$ cat config.mk
export PLATFORM = sky130hd
export DESIGN_NAME = indexed_list_insert_erase
export DESIGN_NICKNAME = d
export VERILOG_FILES = /design/src/hw/rtl/ilie_pkg.sv /design/src/hw/rtl/indexed_list_insert_erase.sv /design/src/hw/rtl/ilie_cell.sv
export SDC_FILE = /design/constraint.sdc
export NUM_CORES = 1
export LEC_CHECK = 0
export BUFFER_PORTS_ARGS = -buffer_cell sky130_fd_sc_hd__buf_2
export CAP_MARGIN = 15
export CORE_ASPECT_RATIO = 0.9
export CORE_MARGIN = 2
export CORE_UTILIZATION = 55
export DETAILED_ROUTE_END_ITERATION = 6
export PLACE_DENSITY = 0.81
export SLEW_MARGIN = 0
export SYNTH_ARGS = -nofsm -noshare
export SYNTH_HDL_FRONTEND = slang
export SYNTH_HIERARCHICAL = 1
export SYNTH_SLANG_ARGS = --single-unit
export TNS_END_PERCENT = 50
$ cat constraint.sdc
create_clock -name clk -period 9.47 [get_ports clk]
set_input_delay 1.4205 -clock clk [delete_from_list [all_inputs] [get_ports clk]]
set_output_delay 1.4205 -clock clk [all_outputs]
set_load 0.05 [all_outputs]
$ cat src/hw/rtl/ilie_pkg.sv
`timescale 1ns / 1ps
`default_nettype none
// ----------------------------------------------------------------------------
// ilie_pkg: shared types and codes for the indexed list
// Request/response structs, operation and status codes, cell command.
// ----------------------------------------------------------------------------
package ilie_pkg;

	localparam int DEPTH      = 16;
	localparam int DATA_WIDTH = 32;
	localparam int CNT_W      = 5;                // count/index field width
	localparam int POS_W      = $clog2(DEPTH);    // cell address width

	typedef logic [2:0] mode_t;
	localparam mode_t MODE_READ   = 3'd0;
	localparam mode_t MODE_PUSH   = 3'd1;
	localparam mode_t MODE_POP    = 3'd2;
	localparam mode_t MODE_CLEAR  = 3'd3;
	localparam mode_t MODE_ERASE  = 3'd4;
	localparam mode_t MODE_INSERT = 3'd5;

	typedef logic [1:0] status_t;
	localparam status_t ST_OK    = 2'd0;
	localparam status_t ST_FULL  = 2'd1;
	localparam status_t ST_RANGE = 2'd2;
	localparam status_t ST_EMPTY = 2'd3;

	typedef logic [1:0] cell_op_t;
	localparam cell_op_t CELL_HOLD = 2'd0;
	localparam cell_op_t CELL_INS  = 2'd1;
	localparam cell_op_t CELL_ERA  = 2'd2;

	typedef struct packed {
		mode_t                         mode;
		logic [CNT_W-1:0]              index;
		logic signed [DATA_WIDTH-1:0]  value;
	} req_t;

	typedef struct packed {
		logic signed [DATA_WIDTH-1:0]  read_data;
		logic [CNT_W-1:0]              entry_count;
		status_t                       status;
	} rsp_t;

	// broadcast to every cell of the chain
	typedef struct packed {
		cell_op_t                      kind;
		logic [CNT_W-1:0]              index;
		logic [CNT_W-1:0]              fill;
		logic signed [DATA_WIDTH-1:0]  value;
	} cmd_t;

endpackage
`default_nettype wire

$ cat src/hw/rtl/indexed_list_insert_erase.sv
`timescale 1ns / 1ps
`default_nettype none
// ----------------------------------------------------------------------------
// indexed_list_insert_erase: bounded ordered list with insert and erase
// Row of entry cells that shift in parallel; one response per request.
// ----------------------------------------------------------------------------
// Response: a request's response is registered and is valid in the cycle
//   after the request is taken. Throughput: one request per cycle; every
//   operation, even a full insert or erase shift, is done by all cells moving
//   together. A response held by rsp_stall holds off the next request.
// Reset: arst_n clears the entry count and the response valid; entry
//   contents are not reset and are only read below the count.
module indexed_list_insert_erase (
	input  wire logic            clk,
	input  wire logic            arst_n,
	input  wire logic            req_valid,
	output logic                 req_stall,
	input  wire ilie_pkg::req_t  req,
	output logic                 rsp_valid,
	input  wire logic            rsp_stall,
	output ilie_pkg::rsp_t       rsp
);
	import ilie_pkg::*;

	logic [CNT_W-1:0]             fill_q;
	logic [CNT_W-1:0]             fill_next;
	logic                         rsp_valid_q;
	rsp_t                         rsp_q;
	logic                         req_take;
	logic                         list_full;
	logic                         list_empty;
	logic                         idx_below;     // index < count
	logic                         idx_above;     // index > count
	status_t                      status;
	logic signed [DATA_WIDTH-1:0] rdata;
	cmd_t                         cmd;
	logic signed [DATA_WIDTH-1:0] words [DEPTH];

	// Output register: a new request is taken unless a response is waiting
	// and stalled.
	assign req_stall = rsp_valid_q && rsp_stall;
	assign req_take  = req_valid && !req_stall;

	assign list_full  = (fill_q == CNT_W'(DEPTH));
	assign list_empty = (fill_q == '0);
	assign idx_below  = (req.index < fill_q);
	assign idx_above  = (req.index > fill_q);

	// Decode the operation into status, read data, next count and the cell command.
	// Push is an insert at the current count.
	always_comb begin
		status    = ST_OK;
		fill_next = fill_q;
		rdata     = '0;
		cmd.kind  = CELL_HOLD;
		cmd.index = req.index;
		cmd.fill  = fill_q;
		cmd.value = req.value;
		unique case (req.mode)
			MODE_READ: begin
				if (idx_below) begin
					rdata = words[req.index[POS_W-1:0]];
				end else begin
					status = ST_RANGE;
				end
			end
			MODE_PUSH: begin
				if (list_full) begin
					status = ST_FULL;
				end else begin
					cmd.kind  = CELL_INS;
					cmd.index = fill_q;
					fill_next = fill_q + CNT_W'(1);
				end
			end
			MODE_POP: begin
				if (list_empty) begin
					status = ST_EMPTY;
				end else begin
					fill_next = fill_q - CNT_W'(1);
				end
			end
			MODE_CLEAR: begin
				fill_next = '0;
			end
			MODE_ERASE: begin
				if (!idx_below) begin
					status = ST_RANGE;
				end else begin
					cmd.kind  = CELL_ERA;
					fill_next = fill_q - CNT_W'(1);
				end
			end
			MODE_INSERT: begin
				// fullness wins over a bad index
				if (list_full) begin
					status = ST_FULL;
				end else if (idx_above) begin
					status = ST_RANGE;
				end else begin
					cmd.kind  = CELL_INS;
					fill_next = fill_q + CNT_W'(1);
				end
			end
			default: begin
				status = ST_OK;
			end
		endcase
		// cells only move on a taken request
		if (!req_take) begin
			cmd.kind = CELL_HOLD;
		end
	end

	// Chain of cells: each sees its neighbors; the ends see zero.
	for (genvar g = 0; g < DEPTH; g++) begin : g_cell
		logic signed [DATA_WIDTH-1:0] left_w;
		logic signed [DATA_WIDTH-1:0] right_w;
		if (g == 0) begin : g_first
			assign left_w = '0;
		end else begin : g_mid_l
			assign left_w = words[g-1];
		end
		if (g == DEPTH-1) begin : g_last
			assign right_w = '0;
		end else begin : g_mid_r
			assign right_w = words[g+1];
		end
		ilie_cell u_cell (
			.clk        (clk),
			.cell_pos   (CNT_W'(g)),
			.cmd        (cmd),
			.left_word  (left_w),
			.right_word (right_w),
			.word       (words[g])
		);
	end

	always_ff @(posedge clk or negedge arst_n) begin
		if (!arst_n) begin
			fill_q      <= '0;
			rsp_valid_q <= 1'b0;
		end else begin
			if (req_take) begin
				fill_q <= fill_next;
			end
			if (req_take) begin
				rsp_valid_q <= 1'b1;
			end else if (!rsp_stall) begin
				rsp_valid_q <= 1'b0;
			end
		end
	end

	// response payload, no reset
	always_ff @(posedge clk) begin
		if (req_take) begin
			rsp_q.read_data   <= rdata;
			rsp_q.entry_count <= fill_next;
			rsp_q.status      <= status;
		end
	end

	assign rsp_valid = rsp_valid_q;
	assign rsp       = rsp_q;

endmodule
`default_nettype wire

$ cat src/hw/rtl/ilie_cell.sv
`timescale 1ns / 1ps
`default_nettype none
// ----------------------------------------------------------------------------
// ilie_cell: one list entry
// Holds one word; loads the new value, its left or its right neighbor.
// ----------------------------------------------------------------------------
module ilie_cell (
	input  wire logic                                  clk,
	input  wire logic [ilie_pkg::CNT_W-1:0]            cell_pos,
	input  wire ilie_pkg::cmd_t                        cmd,
	input  wire logic signed [ilie_pkg::DATA_WIDTH-1:0] left_word,
	input  wire logic signed [ilie_pkg::DATA_WIDTH-1:0] right_word,
	output logic signed [ilie_pkg::DATA_WIDTH-1:0]      word
);
	import ilie_pkg::*;

	logic signed [DATA_WIDTH-1:0] word_q;
	logic signed [DATA_WIDTH-1:0] next_word;
	logic [CNT_W:0]               pos_plus1;

	assign pos_plus1 = {1'b0, cell_pos} + (CNT_W+1)'(1);

	always_comb begin
		next_word = word_q;
		unique case (cmd.kind)
			CELL_INS: begin
				if (cell_pos == cmd.index) begin
					next_word = cmd.value;
				end else if (cell_pos > cmd.index && cell_pos <= cmd.fill) begin
					next_word = left_word;
				end
			end
			CELL_ERA: begin
				// entries above the hole move down one place
				if (cell_pos >= cmd.index && pos_plus1 < {1'b0, cmd.fill}) begin
					next_word = right_word;
				end
			end
			default: begin
				next_word = word_q;
			end
		endcase
	end

	always_ff @(posedge clk) begin
		word_q <= next_word;
	end

	assign word = word_q;

endmodule
`default_nettype wire

======== Word level (Yosys, flattened, before mapping) ========
Index checks and enable logic that the tools add are counted.
storage, ports and cells
  output and inout port bits .............. 41
  word-level logic and storage cells ...... 292
  bits in registers ....................... 557
operators by class
  magnitude comparators ................... 67
  add/sub/neg operators ................... 2
  reductions and logical operators ........ 57
  eq/ne operators ......................... 56
  muxes and demuxes ....................... 88
  bitwise logic cells ..................... 1
operators with widths
  cell                                                                             count
  32-bit 2-to-1 mux                                                                50
  32-bit one-hot mux with 2 select lines                                           16
  32-bit binary-select mux with 4-bit select                                       1
  3-bit by 1-bit inequality test with 1-bit output, second input constant          16
  3-bit AND reduction                                                              16
  4-bit by 5-bit == test with 1-bit output, first input constant                   8
  4-bit by 5-bit >= comparator with 1-bit output, first input constant             8
  4-bit by 5-bit > comparator with 1-bit output, first input constant              8
  4-bit by 5-bit less-or-equal comparator with 1-bit output, first input constant  8
  4-bit by 5-bit < comparator with 1-bit output, first input constant              8
  1-bit logical AND                                                                34
  2-bit by 1-bit inequality test with 1-bit output, second input constant          17
  5-bit 2-to-1 mux                                                                 6
  5-bit one-hot mux with 5 select lines                                            1
  3-bit by 5-bit == test with 1-bit output, first input constant                   4
  3-bit by 5-bit >= comparator with 1-bit output, first input constant             4
  3-bit by 5-bit > comparator with 1-bit output, first input constant              4
  3-bit by 5-bit less-or-equal comparator with 1-bit output, first input constant  4
  3-bit by 5-bit < comparator with 1-bit output, first input constant              4
  2-bit 2-to-1 mux                                                                 6
  2-bit by 5-bit == test with 1-bit output, first input constant                   2
  1-bit by 5-bit >= comparator with 1-bit output, first input constant             2
  2-bit by 5-bit >= comparator with 1-bit output, first input constant             2
  1-bit by 5-bit > comparator with 1-bit output, first input constant              2
  other kinds (29)                                                                 40

======== Logic depth before layout (Yosys ltp) ========
  word-level depth ........................ 8
  depth in mapped cells ................... 17
  mapped depth without buffers ............ 14

======== Modules after synthesis ========
The synthesis kept the hierarchy.
by module, submodules not included
  module                             instances  cells an instance  area an instance (um^2)
  ilie_cell (g_cell[10].u_cell ...)  15         196                2057.0
  indexed_list_insert_erase          1          404                6174.7
  ilie_cell (g_cell[0].u_cell)       1          200                2092.0

======== Least setup slack after synthesis ========
OpenSTA, ideal clock, no wires.
  path kind ............................... input to register
  start ................................... input port req[32] in the netlist's numbering
  end ..................................... register g_cell[8].u_cell.word_q[0] (enable)
  library setup time ...................... 0.439 ns
  arrival time ............................ 7.645 ns
  path slack .............................. 1.385 ns
  stages on the path ...................... 13
  buffers on the path ..................... 3
  cell sequence ........................... clkbuf_1 -> buf_2 -> buf_4 -> inv_1 -> ha_1 -> and3_1 -> nand3_1 -> o211ai_1 -> nand3_1 -> nor4_1 -> nand2b_1 -> or4_1 -> a32oi_1
RTL lines
  item                  RTL line                         RTL
  start, declared       indexed_list_insert_erase.sv:18  input wire ilie_pkg::req_t req,
  end signal, assigned  ilie_cell.sv:46                  word_q <= next_word;
  end, declared         ilie_cell.sv:17                  logic signed [DATA_WIDTH-1:0] word_q;

==> results.cfg <==
[detailed_routing]
vias_per_cell = 5.97
vias = 29800
drtAntennaViolNets = 0
first_pass_iters = 6
totalWireLength_mm = 104
drc = 0
initialDrtViolationCount = 3597
wl_per_cell_um = 20.9

[floorplanning]
ioPinCount = 85
start_util_pct = 55.7
die_y_um = 257
design.core.area_sq_um = 70200
die_w_um = 285
row_count = 92
dieArea_sq_um = 73300

[clock_network]
cts_tree = built
numCtsBuffers = 59
ctsResizeCount = 0
cts.path.max_buffers = 3
h-tree-depth = 2
insertion_delay_ns = 0.66
clockRootBuffer = clkbuf_16
cts_sinks = 557
post_cts_buffers = 0
hold_buffers = 0
clkTransAtPathRegs_ns = 0.06

[timing]
fin_hold_ws_ns = 0.544
tightest_slew_ns = 1.11
post-route-min-period_ns = 5.98
setup_tns_ns = 0
fmax_mhz = 167
rsz0062_at_grt = no
min_period_over_period_pct = 63.1
clock_skew_ns = 0.0414
hold_viol_final = 0
relSlewSlack_pct = 25.9
setup_violations = 0
slew_viol_final = 0

[synthesis]
synth-async-reset-ratio_pct = 1.08
postSynthCellCount = 3544
yosys_register_bits = 557
yosysSeqAreaShare_pct = 42.7
yosys-top-cells-area = edfxtp_1 42%, mux2i_1 13%, mux4_2 9.2%, ha_1 8.5%, o21ai_0 6.7%
synth_cell_type_count = 65
synth_area_sq_um = 39100
synth_area_per_cell_sq_um = 11.0
yosys_warnings = 6
synth.largest_area_cell = edfxtp_1
synthFlopType = edfxtp_1
yosys.area.top_type_share_pct = 42.3
synth_edf_count = 551

[pwr]
sw_frac_of_total_pct = 30.8
power.leakage_nw = 18.8
seqPwrFrac_pct = 42.8
vdd_drop_max_v = 0.000188
power_density_nw_per_um2 = 149
switching_power_mw = 2.01
comb_power_share_pct = 24.0
internal_power_mw = 4.52
clockPowerShare_pct = 33.2

[setup_path]
cp-start-kind = primary input
worstPathArrival_ns = 6.23
cp.required_ns = 9.73
end_kind = flip-flop
path_max_fanout = 65
setup.worst_path.class = primary input to flip-flop

[global_routing]
globalRouteTotalUtil_pct = 28.1
grt_max_degree = 69
grt-ovfl-total = 0
antenna_found_initial = 2
grt_pass1_vias = 29100
grt_pass1_wl_mm = 163

[flow_run]
drv_cap = 0

[run_status]
outcome = complete, no violations

[placed_design]
place.gp.congestion = 0.856
dp.final_hpwl_mm = 66.4
port_buffers = 84

[final_layout]
layout-drive-gt1-share_pct = 12.2
areaGrowthSynthToFinish_pct = 12.2
layout.nets = 4313

[min_path]
min_path_type = flip-flop to flip-flop
[power by group through the flow]
stage | registers [mW] | logic [mW] | clock network, mW
6_report | 2.80 | 1.57 | 2.17
5_1_grt | 2.80 | 1.75 | 2.27
4_1_cts | 2.80 | 1.52 | 2.19
3_5_place_dp | 2.85 | 1.52 | 0
3_3_place_gp | 2.85 | 1.46 | 0
2_1_floorplan | 2.93 | 1.04 | 0
[cell usage after synthesis (all sizes together) (35+ instances only)]
library cell and n:
ha 265, inv 174, mux4 160, clkbuf 116, edfxtp 551, mux2i 513, nand3 56, buf 93
o21ai 567, nand2 602, a21oi 89, xnor2 35
[per-stage QoR]
step | power [mW] | util (%) | worst slack, ns | std cells | cell area [sq um]
6_report | 6.54 | 62.5 | 3.49 | 4991 | 43900
3_3_place_gp | 4.31 | 60.0 | 2.93 | 4883 | 42100
3_5_place_dp | 4.37 | 60.0 | 2.87 | 4883 | 42100
2_1_floorplan | 3.97 | - | 1.39 | 4003 | 40800
4_1_cts | 6.51 | 62.5 | 3.54 | 4990 | 43900
5_1_grt | 6.83 | 62.5 | 3.21 | 4991 | 43900
[cell usage in the layout (no fill, tap or decap), types with 25 or more instances in the layout]
master | netlist | layout
ha_1 | 265 | 264
nand3_1 | 56 | 56
inv_1 | 174 | 173
conb_1 | 2 | 461
clkbuf_16 | 0 | 59
o21ai_0 | 523 | 521
mux2i_1 | 513 | 513
a21oi_1 | 72 | 72
edfxtp_1 | 551 | 551
and3_1 | 33 | 33
clkinv_1 | 0 | 25
nor2_1 | 29 | 28
buf_2 | 20 | 82
buf_4 | 11 | 65
mux4_2 | 160 | 160
nand2b_1 | 33 | 33
nand2_1 | 585 | 585
o21ai_1 | 44 | 46
xnor2_1 | 35 | 35
[logic make-up (layout without fill, tap and decap cells)]
logic type / Yosys count / in the layout / share of synthesized area, %
compound gates: 744 / 744 / 10.5
other cells: 2 / 462 / 0.0192
xor+xnor: 51 / 51 / 1.14
mux: 674 / 674 / 22.4
buf+inv: 383 / 430 / 4.89
fa+ha+maj: 265 / 265 / 8.48
flops: 557 / 557 / 42.7
simple gates: 868 / 868 / 9.98
[metal layers]
layer / global-route usage (%) / up-vias / part of all wire (%)
met5: 0 / - / 0
met4: 8.54 / 0 / 3.1
li1: - / 13600 / -
met3: 5.91 / 235 / 11
met1: 38.2 / 14300 / 40
met2: 45.5 / 1633 / 46
[registers in the layout (all words and copies together) (netlist names)]
register / flops
rsp: 39
fill_q: 5
g_cell.u_cell/word: 512
rsp_valid: 1
[layout make-up]
class                           count  area, sq um
Multi-Input combinational cell   3063        22700
Clock buffer                       71         1520
Antenna cell                        1         2.50
Clock inverter                     36          259
Sequential cell                   557        16700
Inverter                          174          653
Tap cell                          940         1180
Fill cell                        5377        26300
Timing Repair Buffer              149          925
[worst max-delay path: stages]
cell and delay (ns):
buf_2 0.80, ha_1 0.40, o211ai_1 0.30, a21oi_4 0.11
o211ai_1 0.31, nand3_1 0.24, nor4_2 0.25, buf_4 0.63
inv_1 0.13, ha_2 0.21, buf_4 0.30, nor2_1 0.26
a221oi_2 0.09, nor2_1 0.10, o22a_2 0.15, buf_4 0.43
[path summary, 6_finish.rpt]
path,startpoint,endpoint,slack [ns],cells after the start
setup / recovery,req[34],g_cell[0].u_cell/word[5],3.49,16
hold / removal,rsp_valid,rsp_valid,0.54,2
min in group asynchronous,arst_n,rsp_valid,0.61,1
max in group asynchronous,arst_n,fill_q[0],8.71,1
hold reg to reg,rsp_valid,rsp_valid,0.54,2
setup reg to reg,fill_q[0],g_cell[9].u_cell/word[9],4.08,15
(Power assumes the default switching activity.)
